<file path="config.mk">
export PLATFORM = sky130hd
export DESIGN_NAME = gpio_output_with_pulse_timers_core
export DESIGN_NICKNAME = d
export VERILOG_FILES = /design/src/design/gpo_pkg.sv /design/src/design/gpo_spread.sv /design/src/design/gpo_pin_cell.sv /design/src/design/gpio_output_with_pulse_timers_core.sv
export VERILOG_INCLUDE_DIRS = /design/src /design/src/design
export SDC_FILE = /design/constraint.sdc
export NUM_CORES = 2
export LEC_CHECK = 0
export ABC_AREA = 1
export BUFFER_PORTS_ARGS = -buffer_cell sky130_fd_sc_hd__buf_2
export CAP_MARGIN = 30
export CORE_UTILIZATION = 25
export CTS_BUF_LIST = sky130_fd_sc_hd__clkbuf_2
export CTS_CLUSTER_SIZE = 40
export DETAILED_ROUTE_END_ITERATION = 10
export GPL_TIMING_DRIVEN = 0
export PLACE_DENSITY = 0.44
export SYNTH_ARGS = -nofsm -noshare
export SYNTH_HDL_FRONTEND = slang
export SYNTH_SLANG_ARGS = --single-unit
</file>
<file path="constraint.sdc">
create_clock -name aclk -period 11.72 [get_ports aclk]
set_clock_uncertainty 0.05 [all_clocks]
set_input_delay 1.172 -clock aclk [delete_from_list [all_inputs] [get_ports aclk]]
set_output_delay 1.172 -clock aclk [all_outputs]
set_load 0.02 [all_outputs]
</file>
<file path="src/design/gpio_output_with_pulse_timers_core_assert.svh">
// assertion macros for the gpio output core
// used by the top level; expects aclk and aresetn in scope
`ifndef GPIO_OUTPUT_WITH_PULSE_TIMERS_CORE_ASSERT_SVH
`define GPIO_OUTPUT_WITH_PULSE_TIMERS_CORE_ASSERT_SVH

`ifndef NO_ASSERTIONS
// implication checked on every clock edge outside reset
`define GPO_ASSERT_IMPL(lbl, ante, cons) \
    lbl: assert property (@(posedge aclk) disable iff (!aresetn) (ante) |-> (cons)) \
        else $error("gpo assertion failed");
// consequence checked in the cycle after the antecedent
`define GPO_ASSERT_NEXT(lbl, ante, cons) \
    lbl: assert property (@(posedge aclk) disable iff (!aresetn) (ante) |=> (cons)) \
        else $error("gpo assertion failed");
`else
`define GPO_ASSERT_IMPL(lbl, ante, cons)
`define GPO_ASSERT_NEXT(lbl, ante, cons)
`endif

`endif

</file>
<file path="src/design/gpo_pkg.sv">
// shared types and constants for the gpio output core
// no dependencies
package gpo_pkg;

    // port and counter widths
    localparam int PORT_W     = 16;
    localparam int PIN_CNT_W  = 5;
    localparam int CNT_W      = 17;
    localparam int DEF_NUM_PINS = 16;

    // stream word widths
    localparam int S_TDATA_W = 40;
    localparam int S_TUSER_W = 3;
    localparam int M_TDATA_W = 24;

    // action codes; six and seven do nothing
    typedef enum logic [2:0] {
        ACT_WRITE  = 3'd0,
        ACT_SET    = 3'd1,
        ACT_CLEAR  = 3'd2,
        ACT_TOGGLE = 3'd3,
        ACT_PULSE  = 3'd4,
        ACT_TICK   = 3'd5
    } action_t;

    // command broadcast to every pin cell
    typedef struct packed {
        logic                fire;
        action_t             action;
        logic                pol;
        logic [CNT_W-1:0]    load_val;
    } pin_cmd_t;

endpackage

</file>
<file path="src/design/gpo_spread.sv">
// deposits packed bits onto enabled pins and counts enabled pins
// depends on gpo_pkg
module gpo_spread #(
    parameter int NUM_PINS = gpo_pkg::DEF_NUM_PINS
) (
    input  logic [NUM_PINS-1:0]          mask,
    input  logic [gpo_pkg::PORT_W-1:0]   packed_value,
    output logic [NUM_PINS-1:0]          spread,
    output logic [gpo_pkg::PIN_CNT_W-1:0] pin_count
);
    import gpo_pkg::*;

    // per pin: rank among enabled pins below it selects the packed bit
    always_comb begin
        logic [PIN_CNT_W-1:0] rank;
        for (int i = 0; i < NUM_PINS; i++) begin
            rank = '0;
            for (int j = 0; j < i; j++) begin
                rank = rank + PIN_CNT_W'(mask[j]);
            end
            spread[i] = mask[i] && (rank < PIN_CNT_W'(PORT_W))
                        && packed_value[rank[$clog2(PORT_W)-1:0]];
        end
    end

    // enabled pin count
    always_comb begin
        pin_count = '0;
        for (int i = 0; i < NUM_PINS; i++) begin
            pin_count = pin_count + PIN_CNT_W'(mask[i]);
        end
    end

endmodule

</file>
<file path="src/design/gpo_pin_cell.sv">
// one output pin: level, pulse counter and queued levels
// depends on gpo_pkg
module gpo_pin_cell (
    input  logic              aclk,
    input  logic              aresetn,
    input  gpo_pkg::pin_cmd_t cmd,
    input  logic              spread_bit,
    input  logic              mask_bit,
    output logic              level,
    output logic              busy,
    output logic              level_next,
    output logic              busy_next
);
    import gpo_pkg::*;

    logic             level_reg, level_nx;
    logic [CNT_W-1:0] cnt_reg, cnt_next;
    logic             ph_reg, ph_next;
    logic             pl_reg, pl_next;

    // next state for the current command
    always_comb begin
        level_nx = level_reg;
        cnt_next = cnt_reg;
        ph_next  = ph_reg;
        pl_next  = pl_reg;
        if (cmd.fire) begin
            unique case (cmd.action)
                ACT_WRITE: begin
                    if (spread_bit) cnt_next = '0;
                    if (mask_bit) level_nx = spread_bit;
                end
                ACT_SET: begin
                    if (spread_bit) begin
                        cnt_next = '0;
                        level_nx = 1'b1;
                    end
                end
                ACT_CLEAR: begin
                    if (spread_bit) begin
                        cnt_next = '0;
                        level_nx = 1'b0;
                    end
                end
                ACT_TOGGLE: begin
                    if (spread_bit) begin
                        cnt_next = '0;
                        level_nx = ~level_reg;
                    end
                end
                ACT_PULSE: begin
                    if (spread_bit) begin
                        cnt_next = cmd.load_val;
                        if (cmd.pol) ph_next = 1'b1;
                        else         pl_next = 1'b1;
                    end
                end
                ACT_TICK: begin
                    // queued high wins over queued low
                    if (ph_reg)      level_nx = 1'b1;
                    else if (pl_reg) level_nx = 1'b0;
                    if (cnt_reg != '0) begin
                        cnt_next = cnt_reg - CNT_W'(1);
                        if (cnt_reg == CNT_W'(1)) level_nx = ~level_nx;
                    end
                    ph_next = 1'b0;
                    pl_next = 1'b0;
                end
                default: begin
                end
            endcase
        end
    end

    // state registers
    always_ff @(posedge aclk) begin
        if (!aresetn) begin
            level_reg <= 1'b0;
            cnt_reg   <= '0;
            ph_reg    <= 1'b0;
            pl_reg    <= 1'b0;
        end else begin
            level_reg <= level_nx;
            cnt_reg   <= cnt_next;
            ph_reg    <= ph_next;
            pl_reg    <= pl_next;
        end
    end

    assign level      = level_reg;
    assign busy       = (cnt_reg != '0) || ph_reg || pl_reg;
    assign level_next = level_nx;
    assign busy_next  = (cnt_next != '0) || ph_next || pl_next;

endmodule

</file>
<file path="src/design/gpio_output_with_pulse_timers_core.sv">
// top level of the gpio output core with per-pin pulse timers
// depends on gpo_pkg, gpo_spread, gpo_pin_cell and the assertion header
//
// Usage:
//   s_ channel: one command word per handshake. s_tuser carries the action
//   (write, set, clear, toggle, pulse, tick). s_tdata carries
//   packed_value, pulse_polarity and pulse_length.
//   m_ channel: one result word per command with the pin levels after the
//   command, the busy flag and the number of enabled pins.
//   cfg channel: writes pin_mask; always ready, write only while idle.
// Timing:
//   a command is registered on accept and evaluated by the pin cells when it
//   advances out of the input register; its result word is then registered for m_.
//   One command per cycle is sustained while m_tready stays high; the pin cells update in parallel.
// Reset (aresetn low, synchronous): levels, counters, queued levels and
//   pin_mask clear, both stages empty.
// Stall: with m_tready low the result stays on m_tdata; one more command is
//   held in the input register, after which s_tready drops.
`include "gpio_output_with_pulse_timers_core_assert.svh"

module gpio_output_with_pulse_timers_core #(
    parameter int NUM_PINS = gpo_pkg::DEF_NUM_PINS
) (
    input  logic                           aclk,
    input  logic                           aresetn,
    // command channel
    input  logic                           s_tvalid,
    output logic                           s_tready,
    // [15:0] packed_value, [16] pulse_polarity, [32:17] pulse_length, rest zero
    input  logic [gpo_pkg::S_TDATA_W-1:0]  s_tdata,
    // [2:0] action
    input  logic [gpo_pkg::S_TUSER_W-1:0]  s_tuser,
    // result channel
    output logic                           m_tvalid,
    input  logic                           m_tready,
    // [15:0] pin_levels, [16] busy_res, [21:17] pin_count, rest zero
    output logic [gpo_pkg::M_TDATA_W-1:0]  m_tdata,
    // pin_mask write channel
    input  logic                           cfg_valid,
    output logic                           cfg_ready,
    input  logic [gpo_pkg::PORT_W-1:0]     cfg_data
);
    import gpo_pkg::*;

    logic [PORT_W-1:0]    pin_mask_reg;
    logic                 in_valid_reg;
    action_t              action_reg;
    logic [PORT_W-1:0]    packed_reg;
    logic                 pol_reg;
    logic [PORT_W-1:0]    len_reg;
    logic                 out_valid_reg;
    logic [PORT_W-1:0]    levels_reg;
    logic                 busy_reg;
    logic [PIN_CNT_W-1:0] count_reg;

    logic                 advance;
    logic [NUM_PINS-1:0]  mask_eff;
    logic [NUM_PINS-1:0]  spread;
    logic [PIN_CNT_W-1:0] pin_count;
    pin_cmd_t             cmd;
    logic [NUM_PINS-1:0]  cell_level, cell_busy, cell_level_nx, cell_busy_nx;
    logic [PORT_W-1:0]    levels_cur, levels_nx;

    // configuration register
    assign cfg_ready = 1'b1;
    always_ff @(posedge aclk) begin
        if (!aresetn) begin
            pin_mask_reg <= '0;
        end else if (cfg_valid) begin
            pin_mask_reg <= cfg_data;
        end
    end

    // handshake between stages
    assign advance  = in_valid_reg && (!out_valid_reg || m_tready);
    assign s_tready = !in_valid_reg || advance;

    // input register
    always_ff @(posedge aclk) begin
        if (!aresetn) begin
            in_valid_reg <= 1'b0;
        end else if (s_tready) begin
            in_valid_reg <= s_tvalid;
        end
    end

    always_ff @(posedge aclk) begin
        if (s_tvalid && s_tready) begin
            action_reg <= action_t'(s_tuser);
            packed_reg <= s_tdata[PORT_W-1:0];
            pol_reg    <= s_tdata[PORT_W];
            len_reg    <= s_tdata[2*PORT_W:PORT_W+1];
        end
    end

    // pins past the port width never belong to the unit
    for (genvar i = 0; i < NUM_PINS; i++) begin : g_mask
        if (i < PORT_W) begin : g_port
            assign mask_eff[i] = pin_mask_reg[i];
        end else begin : g_none
            assign mask_eff[i] = 1'b0;
        end
    end

    gpo_spread #(
        .NUM_PINS(NUM_PINS)
    ) u_spread (
        .mask(mask_eff),
        .packed_value(packed_reg),
        .spread(spread),
        .pin_count(pin_count)
    );

    // command to the pin cells
    assign cmd.fire     = advance;
    assign cmd.action   = action_reg;
    assign cmd.pol      = pol_reg;
    assign cmd.load_val = CNT_W'(len_reg) + CNT_W'(1);

    for (genvar i = 0; i < NUM_PINS; i++) begin : g_cell
        gpo_pin_cell u_cell (
            .aclk(aclk),
            .aresetn(aresetn),
            .cmd(cmd),
            .spread_bit(spread[i]),
            .mask_bit(mask_eff[i]),
            .level(cell_level[i]),
            .busy(cell_busy[i]),
            .level_next(cell_level_nx[i]),
            .busy_next(cell_busy_nx[i])
        );
    end

    // map cells onto the port width
    for (genvar j = 0; j < PORT_W; j++) begin : g_port
        if (j < NUM_PINS) begin : g_pin
            assign levels_nx[j]  = cell_level_nx[j];
            assign levels_cur[j] = cell_level[j];
        end else begin : g_zero
            assign levels_nx[j]  = 1'b0;
            assign levels_cur[j] = 1'b0;
        end
    end

    // result register
    always_ff @(posedge aclk) begin
        if (!aresetn) begin
            out_valid_reg <= 1'b0;
        end else if (advance) begin
            out_valid_reg <= 1'b1;
        end else if (m_tready) begin
            out_valid_reg <= 1'b0;
        end
    end

    always_ff @(posedge aclk) begin
        if (advance) begin
            levels_reg <= levels_nx;
            busy_reg   <= |cell_busy_nx;
            count_reg  <= pin_count;
        end
    end

    assign m_tvalid = out_valid_reg;
    assign m_tdata  = {(M_TDATA_W - PORT_W - 1 - PIN_CNT_W)'(0),
                       count_reg, busy_reg, levels_reg};

    // checks
    `GPO_ASSERT_IMPL(a_stall_blocks, in_valid_reg && out_valid_reg && !m_tready, !s_tready)
    `GPO_ASSERT_NEXT(a_busy_tracks, advance, busy_reg == |cell_busy)
    `GPO_ASSERT_NEXT(a_levels_track, advance, levels_reg == levels_cur)
    `GPO_ASSERT_IMPL(a_count_range, out_valid_reg, count_reg <= PIN_CNT_W'(PORT_W))

endmodule
</file>
==> reports/summary.txt <==
Seq/Total Area, Yosys = 25.9%
Global routing usage on met2 = 40.6%
Number of port buffers = 80
Place WS = 2.77 ns
Critical path capture point type = flop
Avg Cell Area, Syn = 5.71 um2
GPL Wtd Cong = 0.965
Async S/R FF share, synth = 0%
Fillcell total = 15047
Worst path max stage delay = 0.73 ns
Boundary Pins = 91
Worst EP arrival = 10.13 ns
Clock sink count = 396
Core Region = 0.130 mm2
Layout cell share with drive strength beyond 1 = 6.95%
Critical path's most frequent cell = ha_1
Hold depth = 3
DR vias/cell = 5.14
Die Area = 0.133 mm2
Met3 usage = 4.20%
Global route overflow = 0
Post-route insts no fill = 7906
Crit-path max FO = 11
Unrepaired setup endpoints after global routing = false
Clock root cell = clkbuf_2
Max reg flops = 272
Clk slew on worst S/H paths = 0.10 ns
Final Hold Violating Endpoints = 0
Avg WL per Cell = 21.9 um
Final WL = 173000 um
Initial Util = 25.3%
H-tree Lvls = 3
Most common cell after layout, fill and taps aside = nand2_1
TritonCTS buffer count = 121
Worst Reg-to-Reg Cells = 29
Ys flop type = dfxtp_1
Area delta synth->final = 14.6%
Number of global-route vias before repair = 37130
Commonest non-fill, non-tap cells in the layout = nand2_1, nor2_1, inv_1
Max-Cap Viols = 0
Cts hold-fix bufs = 53
Post-synthesis register bit count = 396
P_leak = 17.7 nW
Flop2flop setup slack = 2.66 ns
Period utilization = 77.3%
Synth cell types = 50
Yosys warns = 0
Largest net degree at the start of global routing = 37
Worst EP required = 12.79 ns
Yosys top cell by area = dfxtp_1
Height of the die = 365 um
Post-CTS Setup Repair Bufs = 0
Reg2reg start = mask_eff[0]
Rel. slew slack = 26.1%
Overall Global Routing Usage = 25.4%
Global routing's busiest layer = met2
Power per standard cell area = 148 mW/mm2
Setup CP Type = reg2reg
Gate Count Post-Synth = 5762
DR iter-0 viols = 4677
Vias = 40645
Fin nets = 6212
Critical Path Start = mask_eff[0]
CP Launch Type = flop
Synth Cell Area = 0.0329 mm2
Max Clock Freq = 110 MHz
Dpl cells = 7618
Slowest CP cell = dfxtp_1
CTS max path bufs = 3
Synth top area share = 20.6%
Status = completed
Hold WC Path Type = in2reg
Standard-cell rows = 132
Fin. max-slew vios = 0
Total Power = 0.00558 W
Worst Tran Pin Value = 1.11 ns
Final setup violation count = 0
Resized cells post-CTS = 0
Worst R2R End = levels_reg[15]
First-pass GRT wire length = 250000 um
TritonCTS clock tree = done
Post-DP HPWL = 130000 um
Crit path to = levels_reg[15]
DRT antenna net count = 0
Clock Latency Late Sink = 1.49 ns
Die X-Extent = 365 um
GRT met1 Usage = 33.7%
Initial antenna violation count = 11
Post-synth EDFFs = 58
Hold Crit Start = cfg_data[9]
Setup tns final = 0 ns
Ranking of synthesized cells by area = dfxtp_1, nand2_1, nor2_1
Initial DRT Pass Iterations = 7
Worst VDD drop = 0.0926 mV
Fin Hold WS = 0.190 ns
Period minus WS final = 9.06 ns
DRC viols = 0
Worst setup margin = 2.66 ns
==> worst max-delay path, delay by kind of cell (launching register included) <==
family | cells | cell delay (ns)
fa+ha+maj | 15 | 6.15
flops | 1 | 0.73
simple gates | 6 | 0.58
compound gates | 5 | 0.86
buf+inv | 3 | 0.41
==> through the flow <==
stage	instance area, um2	utilization, %
after floorplan	32900	-
after global placement	35500	27.3
after detailed placement	36000	27.7
after CTS	37600	29.0
after global routing	37700	29.0
final	37700	29.0
==> Yosys cell counts, types with 26 or more instances <==
cell type,n
a22oi_1,38
nand3b_1,41
ha_1,93
nor3_1,63
or2_2,26
xor2_1,39
nand3_1,490
edfxtp_1,58
o21ai_0,344
a21oi_1,347
nand2_1,1737
clkbuf_1,175
nand4_1,101
nor2_1,947
dfxtp_1,338
buf_1,31
inv_1,605
==> layer usage <==
metal	vias up	routed length (um)
met5	-	13
met4	2	6960
met3	367	13900
met2	1758	76800
met1	19216	75800
li1	19302	-
==> cells by family after synthesis <==
family | after synthesis | share of synthesized area [%]
buffers and inverters | 866 | 10.0
multiplexers | 1 | 0.0304
XOR/XNOR | 48 | 1.28
AND/OR/NAND/NOR | 3492 | 44.8
AO/OA/AOI/OAI | 863 | 14.4
other | 2 | 0.0228
adder cells (fa/ha/maj) | 94 | 3.60
flip-flops | 396 | 25.9
==> how the worst min path moves through the flow <==
stage / slack (ns) / to
floorplan: 0.41 / g_cell[0].u_cell.pl_reg
global placement: 0.43 / g_cell[10].u_cell.cnt_reg[14]
detailed placement: 0.43 / g_cell[10].u_cell.cnt_reg[14]
CTS: 0.02 / mask_eff[9]
global route: 0.17 / mask_eff[9]
finish: 0.19 / mask_eff[9]
==> power breakdown <==
part	switching, W	internal, W
Clock	0.000761	0.000448
Sequential	0.0000867	0.00146
Combinational	0.00201	0.000812
==> final cells by class <==
| cell class | instances | area [um2] | share of cell area [%] |
|---|---|---|---|
| buffer | 227 | 908 | 2.41 |
| tap | 1742 | 2180 | 5.78 |
| clock inverter | 56 | 285 | 0.757 |
| sequential | 396 | 8510 | 22.6 |
| antenna | 6 | 15.0 | 0.0398 |
| timing repair buffer | 168 | 1440 | 3.81 |
| multi-input combinational | 4501 | 21100 | 56.0 |
| clock buffer | 171 | 856 | 2.27 |
| inverter | 639 | 2400 | 6.37 |
(Power assumes the default switching activity.)
